File: src/sv/color_ramp_keypoint_interpolator_top_macros.svh
// Assertion macros shared by the color ramp keypoint interpolator RTL.
`ifndef COLOR_RAMP_KEYPOINT_INTERPOLATOR_TOP_MACROS_SVH
`define COLOR_RAMP_KEYPOINT_INTERPOLATOR_TOP_MACROS_SVH

`ifndef SYNTHESIS
`define CRKI_ASSERT_SAME(label, clk, rstn, ante, cons) \
  label: assert property (@(posedge clk) disable iff (!rstn) (ante) |-> (cons)) \
    else $error("Same-cycle implication failed.");
`define CRKI_ASSERT_NEXT(label, clk, rstn, ante, cons) \
  label: assert property (@(posedge clk) disable iff (!rstn) (ante) |=> (cons)) \
    else $error("Next-cycle implication failed.");
`else
`define CRKI_ASSERT_SAME(label, clk, rstn, ante, cons)
`define CRKI_ASSERT_NEXT(label, clk, rstn, ante, cons)
`endif

`endif

File: src/sv/crki_pkg.sv
// Types, constants and helpers of the color ramp keypoint interpolator.
package crki_pkg;

  localparam int INDEX_W = 7;
  localparam int COLOR_W = 8;
  localparam int RGB_W   = 24;
  localparam int WORD_W  = RGB_W + 1;

  localparam logic [RGB_W-1:0] WHITE_RGB = 24'hFFFFFF;

  typedef enum logic [1:0] {
    OP_READ      = 2'd0,
    OP_SET_COLOR = 2'd1,
    OP_SET_AUTO  = 2'd2,
    OP_RESET     = 2'd3
  } opcode_e;

  function automatic logic [COLOR_W-1:0] chan_of(input logic [RGB_W-1:0] rgb,
                                                 input logic [1:0] ch);
    logic [COLOR_W-1:0] v;
    case (ch)
      2'd0: v = rgb[23:16];
      2'd1: v = rgb[15:8];
      default: v = rgb[7:0];
    endcase
    return v;
  endfunction

endpackage

File: src/sv/color_ramp_keypoint_interpolator_top.sv
// Top level of the color ramp keypoint interpolator: sequencer, divider and table RAM.
//
//   Channel  Signals                                           Direction
//   input    in_valid_i, in_stall_o, opcode_i, entry_index_i,  into block
//            red_i, green_i, blue_i, auto_flag_i
//   output   out_valid_o, out_stall_i, accepted_o, read_red_o, out of block
//            read_green_o, read_blue_o, read_auto_o
//
// A read, an auto flag write or a refused color write passes the check state, then waits for the output transfer.
// A table reset sweeps the RAM, writing every entry to white with its auto flag set, before the output transfer.
// A color write adds a scan of the table, a division for each of the three channels of each segment to refill
// and one RAM write for each refilled entry.
// After reset a clearing pass over every entry runs before the first input transfer.
// One item is in work at a time; the result is held until its output transfer.
`include "color_ramp_keypoint_interpolator_top_macros.svh"

module color_ramp_keypoint_interpolator_top #(
  parameter int ENTRIES       = 128,
  parameter int FRACTION_BITS = 16
) (
  input  logic              clk_i,
  input  logic              rst_ni,
  input  logic              in_valid_i,
  output logic              in_stall_o,
  input  crki_pkg::opcode_e opcode_i,
  input  logic [6:0]        entry_index_i,
  input  logic [7:0]        red_i,
  input  logic [7:0]        green_i,
  input  logic [7:0]        blue_i,
  input  logic              auto_flag_i,
  output logic              out_valid_o,
  input  logic              out_stall_i,
  output logic              accepted_o,
  output logic [7:0]        read_red_o,
  output logic [7:0]        read_green_o,
  output logic [7:0]        read_blue_o,
  output logic              read_auto_o
);

  import crki_pkg::*;

  localparam int AW  = $clog2(ENTRIES);
  localparam int XW  = (AW > INDEX_W) ? AW : INDEX_W;
  localparam int NW  = COLOR_W + FRACTION_BITS;
  localparam int SW  = NW + 1;
  localparam int ACW = NW + 2;
  localparam int RW  = AW + 1;
  localparam int CW  = $clog2(NW + 1);

  typedef enum logic [2:0] {
    S_CLEAR,
    S_IDLE,
    S_CHECK,
    S_SCAN,
    S_TEST,
    S_DIV,
    S_FILL,
    S_OUT
  } state_e;

  state_e                state_q;
  opcode_e               op_q;
  logic [AW-1:0]         addr_q;
  logic                  idx_ok_q;
  logic [RGB_W-1:0]      rgb_q;
  logic                  flag_q;
  logic                  pend_q;
  logic [AW-1:0]         i_q;
  logic [AW-1:0]         prev_q;
  logic [AW-1:0]         j_q;
  logic                  have_prev_q;
  logic [RGB_W-1:0]      prev_rgb_q;
  logic [RGB_W-1:0]      key_rgb_q;
  logic [AW-1:0]         d_q;
  logic [1:0]            ch_q;
  logic [CW-1:0]         cnt_q;
  logic [NW-1:0]         num_q;
  logic [RW-1:0]         rem_q;
  logic                  neg_q;
  logic signed [SW-1:0]  step_q [3];
  logic signed [ACW-1:0] acc_q [3];
  logic                  res_acc_q;
  logic [WORD_W-1:0]     res_word_q;

  logic [XW-1:0]         in_idx_x;
  logic [AW-1:0]         in_addr;
  logic                  in_ok;
  logic                  ram_we;
  logic [AW-1:0]         ram_waddr;
  logic [WORD_W-1:0]     ram_wdata;
  logic [AW-1:0]         ram_raddr;
  logic [WORD_W-1:0]     ram_rdata;
  logic [RW-1:0]         gap;
  logic [RW-1:0]         rem_sh;
  logic                  rem_ge;
  logic [RW-1:0]         rem_n;
  logic [NW-1:0]         num_n;
  logic [1:0]            ld_ch;
  logic [RGB_W-1:0]      ld_e_rgb;
  logic [COLOR_W-1:0]    ld_s;
  logic [COLOR_W-1:0]    ld_e;
  logic                  ld_neg;
  logic [COLOR_W-1:0]    ld_mag;
  logic [NW-1:0]         ld_num;
  logic signed [ACW-1:0] acc_next [3];
  logic [RGB_W-1:0]      fill_rgb;

  assign in_idx_x = XW'(entry_index_i);
  assign in_addr  = in_idx_x[AW-1:0];
  assign in_ok    = {1'b0, in_idx_x} < (XW + 1)'(ENTRIES);

  assign gap = {1'b0, i_q} - {1'b0, prev_q};

  assign rem_sh = {rem_q[RW-2:0], num_q[NW-1]};
  assign rem_ge = rem_sh >= {1'b0, d_q};
  assign rem_n  = rem_ge ? (rem_sh - {1'b0, d_q}) : rem_sh;
  assign num_n  = {num_q[NW-2:0], rem_ge};

  always_comb begin
    if (state_q == S_TEST) begin
      ld_ch    = 2'd0;
      ld_e_rgb = ram_rdata[RGB_W-1:0];
    end else begin
      ld_ch    = ch_q + 2'd1;
      ld_e_rgb = key_rgb_q;
    end
    ld_s   = chan_of(prev_rgb_q, ld_ch);
    ld_e   = chan_of(ld_e_rgb, ld_ch);
    ld_neg = ld_e < ld_s;
    ld_mag = ld_neg ? (ld_s - ld_e) : (ld_e - ld_s);
    ld_num = {ld_mag, {FRACTION_BITS{1'b0}}};
  end

  always_comb begin
    logic [ACW-1:0] rnd;
    for (int c = 0; c < 3; c++) begin
      acc_next[c] = acc_q[c] + ACW'(step_q[c]);
    end
    for (int c = 0; c < 3; c++) begin
      rnd = acc_next[c] + (ACW'(1) << (FRACTION_BITS - 1));
      fill_rgb[(2 - c) * COLOR_W +: COLOR_W] = rnd[FRACTION_BITS +: COLOR_W];
    end
  end

  always_comb begin
    ram_we    = 1'b0;
    ram_waddr = i_q;
    ram_wdata = {1'b1, WHITE_RGB};
    ram_raddr = i_q;
    case (state_q)
      S_CLEAR: begin
        ram_we = 1'b1;
      end
      S_IDLE: begin
        ram_raddr = in_addr;
      end
      S_CHECK: begin
        ram_waddr = addr_q;
        if (idx_ok_q && op_q == OP_SET_COLOR && ram_rdata[RGB_W-1:0] != rgb_q) begin
          ram_we    = 1'b1;
          ram_wdata = {1'b0, rgb_q};
        end else if (idx_ok_q && op_q == OP_SET_AUTO) begin
          ram_we    = 1'b1;
          ram_wdata = {flag_q, ram_rdata[RGB_W-1:0]};
        end
      end
      S_FILL: begin
        ram_we    = 1'b1;
        ram_waddr = j_q;
        ram_wdata = {1'b1, fill_rgb};
      end
      default: begin
        ram_we = 1'b0;
      end
    endcase
  end

  crki_ram #(
    .WIDTH(WORD_W),
    .DEPTH(ENTRIES)
  ) u_table (
    .clk_i  (clk_i),
    .we_i   (ram_we),
    .waddr_i(ram_waddr),
    .wdata_i(ram_wdata),
    .raddr_i(ram_raddr),
    .rdata_o(ram_rdata)
  );

  always_ff @(posedge clk_i or negedge rst_ni) begin
    if (!rst_ni) begin
      state_q     <= S_CLEAR;
      op_q        <= OP_READ;
      addr_q      <= '0;
      idx_ok_q    <= 1'b0;
      rgb_q       <= '0;
      flag_q      <= 1'b0;
      pend_q      <= 1'b0;
      i_q         <= '0;
      prev_q      <= '0;
      j_q         <= '0;
      have_prev_q <= 1'b0;
      prev_rgb_q  <= '0;
      key_rgb_q   <= '0;
      d_q         <= '0;
      ch_q        <= '0;
      cnt_q       <= '0;
      num_q       <= '0;
      rem_q       <= '0;
      neg_q       <= 1'b0;
      for (int c = 0; c < 3; c++) begin
        step_q[c] <= '0;
        acc_q[c]  <= '0;
      end
      res_acc_q   <= 1'b0;
      res_word_q  <= '0;
    end else begin
      case (state_q)
        S_CLEAR: begin
          if (i_q == AW'(ENTRIES - 1)) begin
            state_q <= pend_q ? S_OUT : S_IDLE;
            pend_q  <= 1'b0;
          end else begin
            i_q <= i_q + 1'b1;
          end
        end
        S_IDLE: begin
          if (in_valid_i) begin
            op_q     <= opcode_i;
            addr_q   <= in_addr;
            idx_ok_q <= in_ok;
            rgb_q    <= {red_i, green_i, blue_i};
            flag_q   <= auto_flag_i;
            if (opcode_i == OP_RESET) begin
              res_acc_q  <= in_ok;
              res_word_q <= in_ok ? {1'b1, WHITE_RGB} : '0;
              i_q        <= '0;
              pend_q     <= 1'b1;
              state_q    <= S_CLEAR;
            end else begin
              state_q <= S_CHECK;
            end
          end
        end
        S_CHECK: begin
          if (!idx_ok_q) begin
            res_acc_q  <= 1'b0;
            res_word_q <= '0;
            state_q    <= S_OUT;
          end else begin
            case (op_q)
              OP_SET_COLOR: begin
                if (ram_rdata[RGB_W-1:0] == rgb_q) begin
                  res_acc_q  <= 1'b0;
                  res_word_q <= ram_rdata;
                  state_q    <= S_OUT;
                end else begin
                  res_acc_q   <= 1'b1;
                  res_word_q  <= {1'b0, rgb_q};
                  i_q         <= '0;
                  have_prev_q <= 1'b0;
                  state_q     <= S_SCAN;
                end
              end
              OP_SET_AUTO: begin
                res_acc_q  <= 1'b1;
                res_word_q <= {flag_q, ram_rdata[RGB_W-1:0]};
                state_q    <= S_OUT;
              end
              default: begin
                res_acc_q  <= 1'b0;
                res_word_q <= ram_rdata;
                state_q    <= S_OUT;
              end
            endcase
          end
        end
        S_SCAN: begin
          state_q <= S_TEST;
        end
        S_TEST: begin
          if (!ram_rdata[RGB_W] && have_prev_q && gap >= RW'(2)) begin
            key_rgb_q <= ram_rdata[RGB_W-1:0];
            d_q       <= gap[AW-1:0];
            ch_q      <= 2'd0;
            cnt_q     <= '0;
            num_q     <= ld_num;
            rem_q     <= '0;
            neg_q     <= ld_neg;
            state_q   <= S_DIV;
          end else begin
            if (!ram_rdata[RGB_W]) begin
              prev_q      <= i_q;
              prev_rgb_q  <= ram_rdata[RGB_W-1:0];
              have_prev_q <= 1'b1;
            end
            if (i_q == AW'(ENTRIES - 1)) begin
              state_q <= S_OUT;
            end else begin
              i_q     <= i_q + 1'b1;
              state_q <= S_SCAN;
            end
          end
        end
        S_DIV: begin
          if (cnt_q == CW'(NW - 1)) begin
            step_q[ch_q] <= neg_q ? -SW'(num_n) : SW'(num_n);
            cnt_q        <= '0;
            if (ch_q == 2'd2) begin
              for (int c = 0; c < 3; c++) begin
                acc_q[c] <= ACW'({chan_of(prev_rgb_q, 2'(c)), {FRACTION_BITS{1'b0}}});
              end
              j_q     <= prev_q + 1'b1;
              state_q <= S_FILL;
            end else begin
              ch_q  <= ld_ch;
              num_q <= ld_num;
              rem_q <= '0;
              neg_q <= ld_neg;
            end
          end else begin
            num_q <= num_n;
            rem_q <= rem_n;
            cnt_q <= cnt_q + 1'b1;
          end
        end
        S_FILL: begin
          for (int c = 0; c < 3; c++) begin
            acc_q[c] <= acc_next[c];
          end
          if (j_q == i_q - 1'b1) begin
            prev_q     <= i_q;
            prev_rgb_q <= key_rgb_q;
            if (i_q == AW'(ENTRIES - 1)) begin
              state_q <= S_OUT;
            end else begin
              i_q     <= i_q + 1'b1;
              state_q <= S_SCAN;
            end
          end else begin
            j_q <= j_q + 1'b1;
          end
        end
        S_OUT: begin
          if (!out_stall_i) begin
            state_q <= S_IDLE;
          end
        end
        default: begin
          state_q <= S_IDLE;
        end
      endcase
    end
  end

  assign in_stall_o   = (state_q != S_IDLE);
  assign out_valid_o  = (state_q == S_OUT);
  assign accepted_o   = res_acc_q;
  assign read_red_o   = res_word_q[23:16];
  assign read_green_o = res_word_q[15:8];
  assign read_blue_o  = res_word_q[7:0];
  assign read_auto_o  = res_word_q[RGB_W];

  `CRKI_ASSERT_SAME(a_no_input_while_result, clk_i, rst_ni, out_valid_o, in_stall_o)
  `CRKI_ASSERT_SAME(a_no_write_when_quiet, clk_i, rst_ni,
                    state_q == S_IDLE || state_q == S_OUT, !ram_we)
  `CRKI_ASSERT_SAME(a_fill_inside_segment, clk_i, rst_ni,
                    state_q == S_FILL, j_q > prev_q && j_q < i_q)
  `CRKI_ASSERT_SAME(a_read_not_accepted, clk_i, rst_ni,
                    out_valid_o && op_q == OP_READ, !accepted_o)
  `CRKI_ASSERT_NEXT(a_divide_then_fill, clk_i, rst_ni,
                    state_q == S_DIV && ch_q == 2'd2 && cnt_q == CW'(NW - 1),
                    state_q == S_FILL)

endmodule

File: src/sv/crki_ram.sv
// Generic single-write, single-read RAM with a registered read port.
module crki_ram #(
  parameter int WIDTH = 25,
  parameter int DEPTH = 128
) (
  input  logic                     clk_i,
  input  logic                     we_i,
  input  logic [$clog2(DEPTH)-1:0] waddr_i,
  input  logic [WIDTH-1:0]         wdata_i,
  input  logic [$clog2(DEPTH)-1:0] raddr_i,
  output logic [WIDTH-1:0]         rdata_o
);

  logic [WIDTH-1:0] mem [DEPTH];

  always_ff @(posedge clk_i) begin
    if (we_i) begin
      mem[waddr_i] <= wdata_i;
    end
    rdata_o <= mem[raddr_i];
  end

endmodule

File: config.mk
export PLATFORM = sky130hd
export DESIGN_NAME = color_ramp_keypoint_interpolator_top
export DESIGN_NICKNAME = d
export VERILOG_FILES = /design/src/sv/crki_pkg.sv /design/src/sv/color_ramp_keypoint_interpolator_top.sv /design/src/sv/crki_ram.sv
export VERILOG_INCLUDE_DIRS = /design/src /design/src/sv
export SDC_FILE = /design/constraint.sdc
export NUM_CORES = 2
export LEC_CHECK = 0
export BUFFER_PORTS_ARGS = -buffer_cell sky130_fd_sc_hd__buf_4
export CORE_ASPECT_RATIO = 1.5
export CORE_UTILIZATION = 60
export DETAILED_ROUTE_END_ITERATION = 10
export PLACE_DENSITY = 0.79
export SLEW_MARGIN = 20
export SYNTH_ARGS = -nofsm -noshare
export SYNTH_HDL_FRONTEND = slang
export SYNTH_SLANG_ARGS = --single-unit
File: constraint.sdc
create_clock -name clk_i -period 8.98 [get_ports clk_i]
set_input_delay 0.449 -clock clk_i [delete_from_list [all_inputs] [get_ports clk_i]]
set_output_delay 0.449 -clock clk_i [all_outputs]
set_load 0.03 [all_outputs]
==> metrics.txt <==
outcome finished, final reports clean; all-layer global routing usage 0.3505; synth top area cells edfxtp_1, mux4_2, dfrtp_1; Yosys cell types 83; ANT nets after route 0; Reg2Reg Capture Point u_table.rdata_o[13]$_DFF_P_; hold path depth 5; H-tree depth 5; total area of sequential cells 0.1047 mm2; Die Width 402.4 um; R2R Path Start state_q[2]$_DFFE_PN0P_; Synth Area per Inst 18.12 um2; worst hold start out_stall_i; Setup-failing EPs final 0; Synth area leader edfxtp_1; max-cap viol count 0; total power 0.05559 W; number of fillers in the final layout 14270; clock skew 0.1278 ns; clock sinks 3550; final setup margin 2.574 ns; flops & latches, synth 3550; Main synth FF type edfxtp_1; Core ar. 0.2392 mm2; DRT iter0 DRCs 12670; clk buf depth 4; share of layout cells above drive strength 1 0.2279; worst path arrival time 7.13 ns; Worst EP required 9.71 ns; DRT Pass-1 Iters 9; Post-Place Cells 10950; reg2reg setup slack 2.57 ns; Port Buffers 65; Area growth, synth to finish 11.42%; pin count of the biggest net entering global routing 138; Rows 220; die height 602.5 um; Synth Cell Area 0.1443 mm2; CP max FO 57; hold worst-path end state_q[0]$_DFFE_PN0P_; P_sw 0.02056 W; Post-Synthesis Cells 7963; metal1 wirelength 128.8 mm; Fin. Hold Viols 0; # DRC 0; vias 83420; boundary pin count 66; Num CTS Buffers 317; top sig layer met5; Lkg Pwr 52.23 nW; fin util 0.6719; Die ar. 0.2424 mm2; Clock Latency Late Sink 0.92 ns; vias in the first global route 83820; share of the synthesized area in the top cell type 0.6661; class of the worst hold path in -> reg; met2 wire len 204.0 mm; initial core utilization 0.6031; dpl ws 2.881 ns; FMAX 0.1561 GHz; area of the multi-input gates 0.03820 mm2; post-route clock period utilization 0.7134; final setup TNS 0 ns; CTS tree yes; metal3 WL 49.92 mm; syn_nets 8119; slowest CP cell a211oi_1; sw frac 0.3698; RSZ-0062 raised after global routing no; initial antenna violation count 28; CTS root buffer clkbuf_16; WS Path Type reg -> reg; Reg2Reg Depth 12; commonest cells after routing, fill and taps aside edfxtp_1, mux4_2, nand2_1; Critical Path Source Type flop; Vias/cell 7.214; Post-synth ARST share 0.09155; relative slew slack 0.1187; crit-path cells buf_4, nor2_2, nand2_4, mux2i_4, buf_12, buf_4, mux4_2, and2_1, a211oi_1, a311oi_1, a211oi_1, nor4_1; final WL 426.5 mm; max incr delay on CP 1.18 ns; Slew Limit Fails 0; Seq pwr share 0.388; Syn. warnings 0; Comb pwr share 0.368; post-synthesis sequential area ratio 0.7259; min cycle time layout 6.406 ns; clock-pin transition on the worst setup and hold timing paths 0.07 ns; gpl congestion 0.9216; worst-margin pin slew 1.318 ns; Post-Layout Cell Count 11560; most common cell after layout, fill and taps aside edfxtp_1; hpwl dp 237.8 mm; clock share of power 0.244; first-pass GRT wire length 598.2 mm; nets 8357; post-CTS resize count 0; EDFF count, synth 3200; PwrDens 345.9 mW/mm2; worst-case vdd ir drop 0.5058 mV; Critical Path End Type flop; Pint 0.03504 W; DR WL/cell 36.88 um; GRT Residual Overflow 0
## layout make-up
cell class | instances | area share
Sequential cell | 3550 | 0.6516
Multi-Input combinational cell | 3855 | 0.2377
Clock buffer | 392 | 0.05176
Tap cell | 3108 | 0.02419
Timing Repair Buffer | 396 | 0.02210
Clock inverter | 169 | 0.01063
Inverter | 81 | 0.001892
Antenna cell | 13 | 0.0002024
## state kept, by name, summed over array words and instances, names as in the netlist, 2 cells and up
signal / cells
acc_q: 72
addr_q: 7
ch_q: 2
cnt_q: 5
d_q: 7
i_q: 7
j_q: 7
key_rgb_q: 24
num_q: 24
op_q: 2
prev_q: 7
prev_rgb_q: 24
rem_q: 7
res_word_q: 25
rgb_q: 24
state_q: 3
step_q: 72
u_table.mem: 3200
u_table.rdata_o: 25
## cells in the mapped netlist (47+ instances only)
master    number
ha_1         111
mux4_2       800
a211oi_1     317
buf_2         76
xor2_1        62
and2_1       213
dfrtp_1      325
buf_4         66
mux2_2        66
a31oi_1      132
a21oi_1      114
edfxtp_1    3200
mux2i_1       58
nand2_1      766
nand3_1       47
xnor2_1       76
o21ai_0      268
inv_1         79
a311oi_1     105
nor2_1       254
clkbuf_1     297
## power groups by stage
stage	Combinational (W)	Clock, W	Sequential (W)
finish	0.0205	0.0136	0.0216
global route	0.0211	0.0141	0.0216
CTS	0.0200	0.0136	0.0215
detailed placement	0.0197	0	0.0218
global placement	0.0190	0	0.0218
floorplan	0.0125	0	0.0218
## per-layer routing
metal | vias up | track usage
met1 | 42220 | 0.3933
met3 | 1723 | 0.09108
met4 | 10 | 0.3021
met2 | 6965 | 0.5595
li1 | 32510 | -
met5 | - | 0
## critical path, delay by kind of cell (launching register included)
kind	cells	cell delay, ns
compound gates	3	1.80
buf+inv	3	1.65
mux	2	1.44
simple gates	4	0.89
flops	1	0.35
## how the worst max path moves through the flow
stage / start / slack, ns / cells past startpoint / endpoint
after floorplan: step_q[50]$_DFFE_PN0P_ / 1.81 / 13 / u_table.mem[0][19]$_DFFE_PP_
after global placement: state_q[2]$_DFFE_PN0P_ / 2.08 / 12 / u_table.rdata_o[14]$_DFF_P_
after detailed placement: state_q[2]$_DFFE_PN0P_ / 2.88 / 12 / u_table.rdata_o[13]$_DFF_P_
after CTS: state_q[2]$_DFFE_PN0P_ / 2.85 / 12 / u_table.rdata_o[13]$_DFF_P_
after global routing: state_q[2]$_DFFE_PN0P_ / 2.60 / 12 / u_table.rdata_o[13]$_DFF_P_
final: state_q[2]$_DFFE_PN0P_ / 2.57 / 12 / u_table.rdata_o[13]$_DFF_P_
## per-stage QoR
| stage | hold WS (ns) | cell area, um2 |
|---|---|---|
| final | 0.02958 | 160700 |
| after detailed placement | 0.4721 | 150200 |
| after CTS | 0.004550 | 160600 |
| after floorplan | 0.1534 | 144300 |
| after global routing | 0.06482 | 160700 |
| after global placement | 0.4652 | 149400 |
## kinds of logic after synthesis
| logic type | Yosys count | share of synthesized area |
|---|---|---|
| fa+ha+maj | 118 | 0.01060 |
| buf+inv | 558 | 0.01830 |
| mux | 925 | 0.1342 |
| flops | 3550 | 0.7259 |
| compound gates | 1213 | 0.05693 |
| xor+xnor | 138 | 0.008378 |
| simple gates | 1461 | 0.04562 |
## timing repair
action                    CTS  global route
buffers inserted            0             0
hold endpoints to repair  134             0
hold buffers               36             0
(Power assumes the default switching activity.)
